==> config.mk <==
export PLATFORM = sky130hd
export DESIGN_NAME = rmq_queue
export DESIGN_NICKNAME = d
export VERILOG_FILES = /design/src/design/rmq_pkg.sv /design/src/design/rmq_queue.sv
export SDC_FILE = /design/constraint.sdc
export NUM_CORES = 1
export LEC_CHECK = 0
export BUFFER_PORTS_ARGS = -buffer_cell sky130_fd_sc_hd__buf_2
export CORE_MARGIN = 8
export CORE_UTILIZATION = 45
export DETAILED_ROUTE_END_ITERATION = 10
export PLACE_DENSITY_LB_ADDON = 0.08
export SLEW_MARGIN = 10
export SYNTH_ARGS = -nofsm -noshare
export SYNTH_HDL_FRONTEND = slang
export SYNTH_SLANG_ARGS = --single-unit
==> constraint.sdc <==
create_clock -name clk -period 4.4 [get_ports clk]
set_input_delay 0.66 -clock clk [delete_from_list [all_inputs] [get_ports clk]]
set_output_delay 0.66 -clock clk [all_outputs]
set_load 0.05 [all_outputs]
==> src/design/rmq_pkg.sv <==
// ----------------------------------------------------------------------------
// rmq_pkg
// Widths, branch codes and item types for the rotation-to-quaternion block.
// ----------------------------------------------------------------------------
package rmq_pkg;

  localparam int W      = 16;               // sample width
  localparam int FRAC   = W - 2;            // fraction bits
  localparam int AW     = W + 3;            // trace / radicand argument width
  localparam int DW     = W + 1;            // off-diagonal sum width
  localparam int NW     = 2 * W;            // square-root input width
  localparam int SQS    = NW / 2;           // square-root stages
  localparam int NUMW   = DW + FRAC;        // dividend width
  localparam int QB     = NUMW - FRAC / 2 - 1; // quotient bits
  localparam int TDI_W  = ((9 * W + 7) / 8) * 8;
  localparam int TDO_W  = ((4 * W + 7) / 8) * 8;
  localparam int QDEPTH = 4;
  localparam int QAW    = $clog2(QDEPTH);

  localparam logic [1:0] SEL_X = 2'd0;
  localparam logic [1:0] SEL_Y = 2'd1;
  localparam logic [1:0] SEL_Z = 2'd2;
  localparam logic [1:0] SEL_W = 2'd3;

  // Classified item handed from front to back.
  typedef struct packed {
    logic                     bad;
    logic [1:0]               sel;
    logic [NW-1:0]            rad;
    logic [3:0][DW-1:0]       d;   // numerators for x, y, z, w slots
  } item_t;

endpackage

==> src/design/rmq_queue.sv <==
// ----------------------------------------------------------------------------
// rmq_queue
// Short first-in first-out queue decoupling front and back.
// ----------------------------------------------------------------------------
module rmq_queue (
  input  logic           clk,
  input  logic           rst,
  input  logic           in_valid,
  output logic           in_ready,
  input  rmq_pkg::item_t in_item,
  output logic           out_valid,
  input  logic           out_ready,
  output rmq_pkg::item_t out_item
);
  import rmq_pkg::*;

  item_t        mem [QDEPTH];
  logic [QAW-1:0] wptr, rptr;
  logic [QAW:0]   count;
  logic           push, pop;

  assign in_ready  = (count != (QAW+1)'(QDEPTH));
  assign out_valid = (count != '0);
  assign push      = in_valid && in_ready;
  assign pop       = out_valid && out_ready;
  assign out_item  = mem[rptr];

  always_ff @(posedge clk) begin
    if (rst) begin
      wptr  <= '0;
      rptr  <= '0;
      count <= '0;
    end else begin
      if (push) wptr <= wptr + 1'b1;
      if (pop)  rptr <= rptr + 1'b1;
      count <= count + (QAW+1)'(push) - (QAW+1)'(pop);
    end
  end

  always_ff @(posedge clk) begin
    if (push) begin
      mem[wptr] <= in_item;
    end
  end

endmodule

Yosys cells after proc, flatten, opt, wreduce, memory -nomap -nowiden
Memory sizes are Yosys's and may differ from the RTL's. A register that Yosys moved wholly into a read port is not among the register bits.
Index checks and enable logic that the tools add are counted.
Word-level totals
  input bits: 107
  register bits after elaboration: 7
  output and inout port bits: 105
  memories: 1
  logic and storage cells: 16
  RAM bits: 412
Memory list
  mem: words 4, bits a word 103, rd ports 1, clocked after Yosys merged registers in 1, wr ports 1, RTL line rmq_queue.sv:17  | item_t mem [QDEPTH];
Operators by class
  reductions and logical operators: 3
  add/sub/neg operators: 4
  equality and inequality tests: 1
  muxes and demuxes: 4
Operator list (number)
  adder 2 x 1 -> 2 bit (second input constant): 2
  2-to-1 mux 2 bit: 2
  adder 3 x 1 -> 3 bit: 1
  inequality test 3 bit (second input constant): 1
  nonzero test 3 bit: 1
  subtractor 3 x 1 -> 3 bit: 1
  logical AND 1 bit: 2
  2-to-1 mux 1 bit: 2

Depth between registers and ports, before layout
  depth in word-level cells: 4
  mapped depth: 11

Worst setup path before layout
Ideal clock, no wire load.
  kind: input-to-reg
  start: input port in_valid
  end: memory mem[0][0] (netlist name) (enable)
  setup time: 0.474 ns
  slack: 0.475 ns
  arrival: 3.452 ns
  cell stages on the path: 2
  cells stage by stage: a21boi_1 -> and2_1
Between the ends
  cells in the longest elaborated chain, start to end: 3
RTL lines
  start, declared: RTL line rmq_queue.sv:8  | input logic in_valid,
  logical AND 1 bit: RTL line rmq_queue.sv:24  | assign push = in_valid && in_ready;
  2-to-1 mux 1 bit: RTL line rmq_queue.sv:41  | if (push) begin
  2-to-1 mux 1 bit (not written as such): RTL line rmq_queue.sv:42  | mem[wptr] <= in_item;
  end, declared: RTL line rmq_queue.sv:17
No other way between the ends.

==> impl_metrics.py <==
metrics = {
    "clock_tree": {
        "clk_pin_slew_ns": 0.06,
        "insertion_delay_ns": 0.54,
        "cts_setup_buffers": 0,
        "htreeDepth": 2,
        "cts_made_buffers": 44,
        "cts_tree": "built",
        "clock_sinks": 421,
        "cts-resized-gates": 0,
        "cts_root_buf": "clkbuf_16",
        "clockBufferDepth": 3,
        "ctsHoldBuffers": 0,
    },
    "die": {
        "initial_core_util_pct": 45.82,
        "die_h_um": 201.0,
        "io_pins": 212,
        "dieArea_um2": 40400,
        "die_x_um": 201.0,
        "placementRows": 67,
        "core-area_um2": 33620,
    },
    "synthesis": {
        "synth_area_leader_cell": "edfxtp_1",
        "netlist.area_leader.share_pct": 80.32,
        "synthSimpleGateAreaFrac_pct": 0.6174,
        "synth.avg_cell_area_um2": 26.24,
        "netlist_area_um2": 15400,
        "yosysWarnings": 0,
        "synth_cells": 587,
        "synth_seq_cells": 421,
        "synth_top_family_by_area": "multiplexers",
        "synth-edff-count": 412,
        "synth_fa_ha_area_share_pct": 0.6174,
        "async_flop_share_pct": 0,
        "synth.area.mux_share_pct": 15.20,
        "ys.flop_type": "edfxtp_1",
        "yosys-top-cells-count": "412 x edfxtp_1, 103 x mux4_2, 9 x dfxtp_1",
        "ys_seq_area_share_pct": 81.49,
        "synth_cell_types": 26,
        "synth.top_cells.by_area": "edfxtp_1 80%, mux4_2 15%, dfxtp_1 1.2%",
        "synth_xor_area_share_pct": 0.1706,
        "syn-num-nets": 701,
        "yosysMostFrequentCell": "edfxtp_1",
        "synth_compound_area_share_pct": 0.1625,
    },
    "pwr": {
        "leakage_nw": 6.124,
        "clkPwrFrac_pct": 27.9,
        "ir_worst_vdd_mv": 0.4970,
        "power_frac_seq_pct": 41.5,
        "internal_power_mw": 8.100,
        "pwr-share-comb_pct": 30.7,
        "switching_share_pct": 34.52,
        "p_switching_mw": 4.271,
        "powerDensity_nw_per_um2": 674.6,
    },
    "sta": {
        "slew_headroom_pct": 40.75,
        "setup_viol": 0,
        "period_share_pct": 72.91,
        "finalWorstSetupSlack_ns": 1.192,
        "hold_violations": 0,
        "max_freq_mhz": 311.7,
        "finalClockSkew_ns": 0.01873,
        "worstMarginPinSlew_ns": 0.8888,
        "layout_min_cycle_time_ns": 3.208,
        "maxSlewViolCount": 0,
        "rsz0062_at_grt": "false",
        "tns_ns": 0,
    },
    "drt": {
        "finalWirelength_um": 30600,
        "drt_iter0_drc": 392,
        "drt_first_pass_iters": 4,
        "antenna_left": 0,
        "drc": 0,
        "wl_per_cell_um": 23.23,
        "via_count": 6906,
        "drt-vias-per-instance": 5.244,
    },
    "layout": {
        "fill_cells": 2584,
        "drive_above_1_share_pct": 45.50,
        "syn2layout_area_growth_pct": 19.06,
        "fin_util_pct": 54.55,
        "fin_area_um2": 18340,
        "fin_nets": 947,
    },
    "global_routing": {
        "grt_pass1_wl_um": 46210,
        "grt_usage_pct": 14.96,
        "grt_overflow": 0,
        "grt_start_max_net_pins": 57,
        "antenna_found_initial": 9,
        "grt_pass1_vias": 7424,
    },
    "placement": {
        "gp_congestion": 0.7127,
        "io_buffer_count": 211,
        "place_ws_ns": 1.486,
        "placed_cell_area_um2": 16970,
        "place_hpwl_um": 19550,
    },
    "critical_path": {
        "end_kind": "output pin",
        "required_ns": 3.74,
        "crit_arrival_ns": 2.55,
        "start_kind": "flip-flop",
        "worst-path-max-fanout": 30,
        "critical_path_class": "flip-flop to output pin",
    },
    "hold_path": {
        "hold_path.class": "input pin to flip-flop",
    },
    "flow_run": {
        "maxCapViolCount": 0,
    },
    "status": {
        "status": "completed",
    },
}
==> worst paths after layout <==
| check | cells past startpoint | from | slack, ns | endpoint |
|---|---|---|---|---|
| worst max-delay path | 3 | flip-flop | 1.19 | out_item[78] |
| worst min-delay path | 1 | in_item[23] | 0.33 | mem[0][23] |
| worst min register to register | 2 | wptr[1] | 0.53 | wptr[1] |
| worst max register to register | 11 | count[1] | 1.72 | count[2] |
==> worst max-delay path, stage by stage (launching register included) <==
cell and delay [ns]:
dfxtp_4 0.76, buf_4 0.42, mux4_2 0.56, buf_2 0.23
==> cell type report <==
| cell class | instances | area [um^2] | area share (%) |
|---|---|---|---|
| Sequential cell | 421 | 12560 | 68.49 |
| Multi-Input combinational cell | 137 | 2592 | 14.14 |
| Timing Repair Buffer | 224 | 1241 | 6.769 |
| Clock buffer | 50 | 1145 | 6.243 |
| Tap cell | 448 | 560.5 | 3.057 |
| Clock inverter | 29 | 212.7 | 1.160 |
| Inverter | 5 | 18.77 | 0.1023 |
| Antenna cell | 3 | 7.507 | 0.04094 |
==> placed cells by master, fill, tap and decap left out <==
cell type,instances
or3_1,1
nand2_1,1
and2_4,4
clkinv_1,14
dfxtp_4,2
dfxtp_1,7
diode_2,3
nor2_1,8
and2_1,1
a21boi_1,1
mux4_2,103
o311ai_0,1
o31a_1,1
clkinvlp_4,1
buf_4,6
fa_1,1
nand2b_1,2
xnor2_1,1
bufinv_16,3
clkinv_2,9
inv_1,5
mux2_2,1
mux2i_1,1
buf_12,7
nor3_1,1
clkbuf_1,5
edfxtp_1,412
buf_2,211
nor2b_1,1
ha_1,6
xor2_1,2
inv_6,2
clkbuf_16,45
==> metrics by stage <==
step / hold WS (ns) / cells / power, mW
final: 0.3345 / 1317 / 12.37
after global routing: 0.3169 / 1316 / 12.87
after CTS: 0.3064 / 1314 / 12.57
after detailed placement: 0.5224 / 1235 / 9.107
after global placement: 0.4964 / 1235 / 9.058
after floorplan: 0.4820 / 587 / 8.231
==> flip-flops by register name (all words and copies together) (netlist names), named ones only <==
name	count
wptr	2
count	3
rptr	2
mem	412
==> power by group through the flow <==
stage	clock network, mW	logic [mW]	registers, mW
finish	3.45	3.79	5.13
global route	3.68	4.00	5.19
CTS	3.53	3.89	5.15
detailed placement	0	3.88	5.23
global placement	0	3.86	5.20
floorplan	0	3.12	5.11
==> cell families (layout without fill, tap and decap cells) <==
kind of cell,count (synthesis),after routing
and+or+nand+nor,19,19
buffers and inverters,29,308
other,0,3
adders and majority gates,7,7
DFF,421,421
muxes,105,105
xor gates and xnor gates,3,3
AOI/OAI and AO/OA,3,3
==> layer usage <==
metal  vias to the layer above  global-route usage, %  part of all wire (%)
met1                      3609                  19.28                    41
li1                       3029                      -                     -
met3                        58                  4.583                   6.9
met4                        12                  4.231                   2.0
met5                         -                      0                  0.26
met2                       198                  24.36                    50
Note: power is estimated with default switching activity, not from simulation.
