--- src/design/rmq_pkg.sv ---
// ----------------------------------------------------------------------------
// rmq_pkg
// Widths, branch codes and item types for the rotation-to-quaternion block.
// ----------------------------------------------------------------------------
package rmq_pkg;

  localparam int W      = 16;               // sample width
  localparam int FRAC   = W - 2;            // fraction bits
  localparam int AW     = W + 3;            // trace / radicand argument width
  localparam int DW     = W + 1;            // off-diagonal sum width
  localparam int NW     = 2 * W;            // square-root input width
  localparam int SQS    = NW / 2;           // square-root stages
  localparam int NUMW   = DW + FRAC;        // dividend width
  localparam int QB     = NUMW - FRAC / 2 - 1; // quotient bits
  localparam int TDI_W  = ((9 * W + 7) / 8) * 8;
  localparam int TDO_W  = ((4 * W + 7) / 8) * 8;
  localparam int QDEPTH = 4;
  localparam int QAW    = $clog2(QDEPTH);

  localparam logic [1:0] SEL_X = 2'd0;
  localparam logic [1:0] SEL_Y = 2'd1;
  localparam logic [1:0] SEL_Z = 2'd2;
  localparam logic [1:0] SEL_W = 2'd3;

  // Classified item handed from front to back.
  typedef struct packed {
    logic                     bad;
    logic [1:0]               sel;
    logic [NW-1:0]            rad;
    logic [3:0][DW-1:0]       d;   // numerators for x, y, z, w slots
  } item_t;

endpackage

--- src/design/rmq_front.sv ---
// ----------------------------------------------------------------------------
// rmq_front
// Trace, branch choice, radicand and off-diagonal terms; one register stage.
// ----------------------------------------------------------------------------
module rmq_front (
  input  logic                          clk,
  input  logic                          rst,
  input  logic                          in_valid,
  output logic                          in_ready,
  input  logic [8:0][rmq_pkg::W-1:0]    m,
  output logic                          out_valid,
  input  logic                          out_ready,
  output rmq_pkg::item_t                out_item
);
  import rmq_pkg::*;

  logic signed [AW-1:0] e [9];
  logic signed [AW-1:0] tr, arg;
  logic                 fv;
  item_t                item_next, item;

  always_comb begin
    for (int i = 0; i < 9; i++) begin
      e[i] = AW'($signed(m[i]));
    end
    tr = e[0] + e[4] + e[8];
    item_next = '0;
    priority if (tr >= 0) begin
      item_next.sel = SEL_W;
      arg = tr + AW'(1 <<< FRAC);
    end else if (e[0] >= e[4] && e[0] >= e[8]) begin
      item_next.sel = SEL_X;
      arg = e[0] - e[4] - e[8] + AW'(1 <<< FRAC);
    end else if (e[4] >= e[8]) begin
      item_next.sel = SEL_Y;
      arg = e[4] - e[8] - e[0] + AW'(1 <<< FRAC);
    end else begin
      item_next.sel = SEL_Z;
      arg = e[8] - e[0] - e[4] + AW'(1 <<< FRAC);
    end
    item_next.bad = (arg <= 0);
    item_next.rad = item_next.bad ? '0 : (NW'(arg[W:0]) << FRAC);
    unique case (item_next.sel)
      SEL_W: begin
        item_next.d[0] = DW'(e[7] - e[5]);
        item_next.d[1] = DW'(e[2] - e[6]);
        item_next.d[2] = DW'(e[3] - e[1]);
        item_next.d[3] = '0;
      end
      SEL_X: begin
        item_next.d[0] = '0;
        item_next.d[1] = DW'(e[1] + e[3]);
        item_next.d[2] = DW'(e[6] + e[2]);
        item_next.d[3] = DW'(e[7] - e[5]);
      end
      SEL_Y: begin
        item_next.d[0] = DW'(e[1] + e[3]);
        item_next.d[1] = '0;
        item_next.d[2] = DW'(e[5] + e[7]);
        item_next.d[3] = DW'(e[2] - e[6]);
      end
      default: begin
        item_next.d[0] = DW'(e[6] + e[2]);
        item_next.d[1] = DW'(e[5] + e[7]);
        item_next.d[2] = '0;
        item_next.d[3] = DW'(e[3] - e[1]);
      end
    endcase
  end

  assign in_ready  = !fv || out_ready;
  assign out_valid = fv;
  assign out_item  = item;

  always_ff @(posedge clk) begin
    if (rst) begin
      fv <= 1'b0;
    end else if (in_ready) begin
      fv <= in_valid;
    end
  end

  always_ff @(posedge clk) begin
    if (in_valid && in_ready) begin
      item <= item_next;
    end
  end

endmodule

--- config.mk ---
export PLATFORM = sky130hd
export DESIGN_NAME = rmq_front
export DESIGN_NICKNAME = d
export VERILOG_FILES = /design/src/design/rmq_pkg.sv /design/src/design/rmq_front.sv
export SDC_FILE = /design/constraint.sdc
export NUM_CORES = 1
export LEC_CHECK = 0
export BUFFER_PORTS_ARGS = -buffer_cell sky130_fd_sc_hd__buf_4
export CORE_ASPECT_RATIO = 1.1
export CORE_MARGIN = 2
export CORE_UTILIZATION = 50
export CTS_CLUSTER_SIZE = 14
export DETAILED_ROUTE_END_ITERATION = 8
export PLACE_DENSITY = 0.69
export SLEW_MARGIN = 20
export SYNTH_ARGS = -nofsm -noshare
export SYNTH_HDL_FRONTEND = slang
export SYNTH_SLANG_ARGS = --single-unit
--- constraint.sdc ---
create_clock -name clk -period 5.1 [get_ports clk]
set_input_delay 0.255 -clock clk [delete_from_list [all_inputs] [get_ports clk]]
set_output_delay 0.255 -clock clk [all_outputs]
set_load 0.01 [all_outputs]
## Yosys cells after proc, flatten, opt, wreduce, memory -nomap -nowiden

Index checks and enable logic that the tools add are counted.

- Register bits after elaboration: 104
- Logic and storage cells: 46
- Output and inout bits: 105

- Magnitude comparators: 5
- Mux-type cells: 7
- Equality and inequality tests: 2
- Reductions and logical operators: 5
- Add/subtract/negate cells: 18

Operators with widths:

| cell | number |
|---|---|
| one-hot mux 68 bit (3 select lines) | 1 |
| subtractor 16 x 16 -> 17 bit | 6 |
| adder 18 x 16 -> 19 bit, second input constant | 4 |
| adder 16 x 16 -> 17 bit | 4 |
| two-way mux 19 bit | 3 |
| subtractor 17 x 16 -> 18 bit | 3 |
| greater-or-equal comparator 16 bit | 3 |
| less-or-equal comparator 19 x 1 -> 1 bit, second input constant | 1 |
| adder 17 x 16 -> 18 bit | 1 |
| greater-or-equal comparator 18 x 1 -> 1 bit, second input constant | 1 |
| two-way mux 2 bit | 3 |
| equality test 2 x 1 -> 1 bit, second input constant | 1 |
| equality test 2 bit, second input constant | 1 |
| logical AND 1 bit | 2 |
| logical NOT 2 bit | 1 |
| logical NOT 1 bit | 1 |
| logical OR 1 bit | 1 |

## Depth between registers and ports, before layout

- Depth after elaboration: 7
- Depth in mapped cells: 20
- Mapped depth without buffers: 18

## Worst setup path after synthesis

OpenSTA, ideal clock, no wires.

- Path kind: input -> register
- From: in m[4] (netlist name)
- To: reg item, in the netlist out_item[95], data pin
- Path buffers: 2
- Stages on the path: 17
- Required time: 4.819 ns
- Slack: 0.743 ns
- Data arrival time: 4.076 ns
- Cell sequence: inv_1 > fa_1 > inv_1 > ha_1 > ha_1 > nor2b_1 > o31a_1 > or4_1 > a31oi_1 > o311ai_0 > a21oi_1 > o21ai_0 > a221oi_1 > o21a_1 > clkbuf_1 > clkbuf_1 > a211oi_1

- Longest elaborated chain between the ends: 7
- Elaborated cells between the ends (all ways): 19

RTL lines:

| item | RTL line | RTL |
|---|---|---|
| from (decl) | rmq_front.sv:10 | `input logic [8:0][rmq_pkg::W-1:0] m,` |
| subtractor 16 x 16 -> 17 bit | rmq_front.sv:39 | `arg = e[8] - e[0] - e[4] + AW'(1 <<< FRAC);` |
| subtractor 17 x 16 -> 18 bit | rmq_front.sv:39 |  |
| adder 18 x 16 -> 19 bit | rmq_front.sv:39 |  |
| two-way mux 19 bit | rmq_front.sv:34 | `end else if (e[4] >= e[8]) begin` |
| two-way mux 19 bit | rmq_front.sv:31 | `end else if (e[0] >= e[4] && e[0] >= e[8]) begin` |
| two-way mux 19 bit * | rmq_front.sv:28 | `priority if (tr >= 0) begin` |
| less-or-equal comparator 19 x 1 -> 1 bit | rmq_front.sv:41 | `item_next.bad = (arg <= 0);` |
| to (signal assigned) | rmq_front.sv:85 | `item <= item_next;` |
| to (decl) | rmq_front.sv:20 | `item_t item_next, item;` |

Mark *: on every way between the ends. The rest lies on a longest branch, timed or not.
A chain may end at the register's enable or synchronous reset.

==> key figures <==
Status
  – Outcome: completed

Power
  – Logic gate share of total power: 0.660
  – Sw Share: 0.459
  – Clk pwr share: 0.119
  – Leak Pwr: 8.66 nW
  – Pwr dens: 288 nW/um2
  – Net Sw Power: 2.40 mW
  – Int Power: 2.84 mW
  – Worst VDD drop: 147 uV
  – Sequential power share: 0.220

Logic synthesis
  – Synth area leaders: ha_1 (24%), edfxtp_1 (17%), fa_1 (9.4%), inv_1 (5.2%), xnor2_1 (5.1%)
  – Mapped cell area: 15,700 um2
  – Mapped Cells: 1,850
  – Post-synthesis xor/xnor area fraction: 0.0735
  – Total number of yosys warnings: 0
  – Synth Area in Compound Gates: 0.208
  – Synthesized-area fraction occupied by and/or/nand/nor cells: 0.126
  – Main synth FF type: edfxtp_1
  – Synth Register Bits: 89
  – Yosys cell types: 71
  – Area share of fa/ha/maj cells after synthesis: 0.333
  – Share of the synthesized area in the top cell type: 0.239
  – Register area share after synthesis: 0.169
  – Largest family of logic cells by synthesized area: adder cells
  – Number of synthesized flops with an enable pin: 88
  – Avg Cell Area, Syn: 8.50 um2
  – Post-synthesis cell type with the largest combined area: ha_1
  – Ys async rst share: 0
  – Mux cell area share after synthesis: 0.0142

CTS
  – Post-cts resize count: 0
  – Setup bufs post-CTS: 0
  – CTS Hold Bufs: 0
  – H-tree levels: 3
  – Clk Latency, worst-skew pair: 360 ps
  – Clock-pin slew on the worst setup and hold paths: 70 ps
  – Root Driver: clkbuf_16
  – TritonCTS clock tree: yes
  – Num Clock Sinks: 89
  – Bufs on Longest Clock Path: 2
  – Clock buffer count from CTS: 9

Critical path
  – Crit path capture type: flop
  – Cell class contributing the biggest share of worst-path delay: adder cells
  – CP Max Fanout: 5
  – Crit start category: input pin
  – Slowest cell on crit path: fa_1
  – Req. time, crit path: 5330 ps
  – FF-to-FF End: out_item[19]$_DFFE_PP_
  – CP max stage delay: 710 ps
  – Crit path buffers/inverters: 3
  – Reg-to-reg critical path startpoint: out_valid$_SDFFE_PP0N_
  – R2r worst-path depth: 3
  – Worst Setup Path Type: in -> reg
  – Reg2Reg Setup Slack: 3100 ps
  – Cell Chain, Critical Path: buf_4, fa_1, ha_1, ha_1, inv_1, fa_1, nor2b_1, o31a_1, or4_1, a31oi_1, buf_4, o21ai_1, xnor2_1, a21oi_1, o221a_2, or4_1, nor4_1, a41o_1
  – Worst endpoint data arrival time: 4650 ps

Routing
  – Wirelength per Cell: 18.5 um
  – Antenna Nets Post-Route: 0
  – Via density: 5.63
  – Vias: 13,921
  – Remaining DRCs: 0
  – Drt total wl: 45,600 um
  – First DRT Iteration DRCs: 1,225
  – Drt first pass iters: 6

Die
  – FP Rows: 68
  – Starting Density: 0.505
  – DIE WIDTH: 173 um
  – Io pins: 253
  – Core Area: 31,100 um2
  – Die height: 190 um
  – Die Area: 32,900 um2

Cells and area
  – Ant. Diodes: 0
  – Nets: 2,569
  – P&R area growth vs syn: 15.5%
  – Post-layout util: 0.583
  – Most frequent cells in the layout: ha_1 (300), buf_4 (254), inv_1 (219), nor2_1 (152), a21oi_1 (151)
  – Layout cells sized above 1: 0.140
  – Most common cell after layout, fill and taps aside: ha_1

Worst hold path
  – Hold Path Sink: out_valid$_SDFFE_PP0N_
  – Worst Hold Class: in -> reg
  – Hold Path Depth: 2
  – Hold_sp: rst

STA
  – Achievable frequency: 226 MHz
  – RSZ-0062 raised after global routing: false
  – Slew @ Worst Pin: 898 ps
  – Tmin final: 4420 ps
  – Slew Limit Fails: 0
  – Clock Skew: 13.5 ps
  – Tcrit/Tclk final: 0.866
  – Count of final setup violators: 0
  – Final hold violation count: 0
  – Slew headroom: 0.401
  – Setup TNS: 0 ps
  – Worst setup margin: 684 ps

Place
  – GPL Wtd Cong: 0.975
  – Hpwl dp: 37,800 um
  – PortBufs: 237
  – Worst Setup Slack post-DPL: 348 ps

Job
  – Max Cap Viol: 0

Global routing
  – Initial antenna violation count: 0
  – Largest net degree at the start of global routing: 68
  – First-pass GRT wire length: 72,500 um
  – Total congestion overflow: 0
  – All-layer global routing usage: 0.277
  – Vias in the first global route: 13,852
power by group through the flow:
stage | Clock (mW) | Combinational [mW] | Sequential, mW
detailed placement | 0 | 3.40 | 1.17
global route | 0.664 | 3.82 | 1.16
floorplan | 0 | 2.23 | 1.21
global placement | 0 | 3.37 | 1.17
CTS | 0.636 | 3.42 | 1.16
finish | 0.625 | 3.46 | 1.15
cell type report:
type                    count  area, um2
clock buffers              12        236
clock inverters             4       20.0
fillers                  2809      13000
inverters                 219        822
multi-input cells        1472      12000
flip-flops and latches     89       2660
well taps                 420        526
repair buffers            256       1950
through the flow:
step | instance area, um2 | instances | power, mW | hold WS [ps]
floorplan | 15800 | 1864 | 3.43 | 324
global placement | 17900 | 2456 | 4.54 | 410
detailed placement | 17900 | 2456 | 4.57 | 414
CTS | 18200 | 2472 | 5.22 | 42.5
global route | 18200 | 2472 | 5.65 | 53.4
finish | 18200 | 2472 | 5.24 | 51.5
routing by layer:
metal	share of wire	wire length, um	GRT usage	vias to the layer above
met5	0	0	0	-
met1	0.41	18800	0.352	6534
met3	0.058	2650	0.0186	98
li1	-	-	-	6790
met4	0.045	2040	0.124	0
met2	0.49	22100	0.483	499
cells in the mapped netlist, types with 7 or more instances:
cell type	n
ha_1	300
inv_1	219
a21oi_1	152
nor2_1	152
nand2_1	113
xnor2_1	91
edfxtp_1	88
fa_1	74
o21ai_0	74
clkbuf_1	53
xor2_1	41
a21o_1	36
o21a_1	36
nor3_1	35
a211oi_1	28
nor2b_1	27
nand3_1	25
a31oi_1	19
mux2i_1	19
nand2b_1	17
o221ai_1	17
or3_1	16
buf_4	15
o31ai_1	14
o21bai_1	13
buf_1	12
o22ai_1	11
o211ai_1	10
a211o_1	9
o31a_1	9
nand4_1	8
a311oi_1	7
a31o_2	7
nor3b_1	7
o21ai_1	7
or4_1	7
cells by family after synthesis:
| kind of cell | count (synthesis) |
|---|---|
| xor gates and xnor gates | 132 |
| buffers and inverters | 303 |
| other | 1 |
| muxes | 22 |
| and+or+nand+nor | 429 |
| adders and majority gates | 374 |
| DFF | 89 |
| AOI/OAI and AO/OA | 500 |
state kept, by name (all words and copies together) (netlist names):
name       count
out_valid      1
out_item      88
worst max-delay path by stage:
stage                     startpoint                          to  slack, ps  depth (start not counted)
after global placement          m[2]     out_item[102]$_DFFE_PP_        400                         18
final                           m[2]     out_item[102]$_DFFE_PP_        680                         18
after detailed placement        m[2]     out_item[102]$_DFFE_PP_        350                         18
after floorplan                 m[4]  out_item[95]$_SDFFCE_PP0P_        740                         17
after CTS                       m[2]     out_item[102]$_DFFE_PP_        700                         18
after global routing            m[2]     out_item[102]$_DFFE_PP_        430                         18
Power figures use the tool's default switching activity.
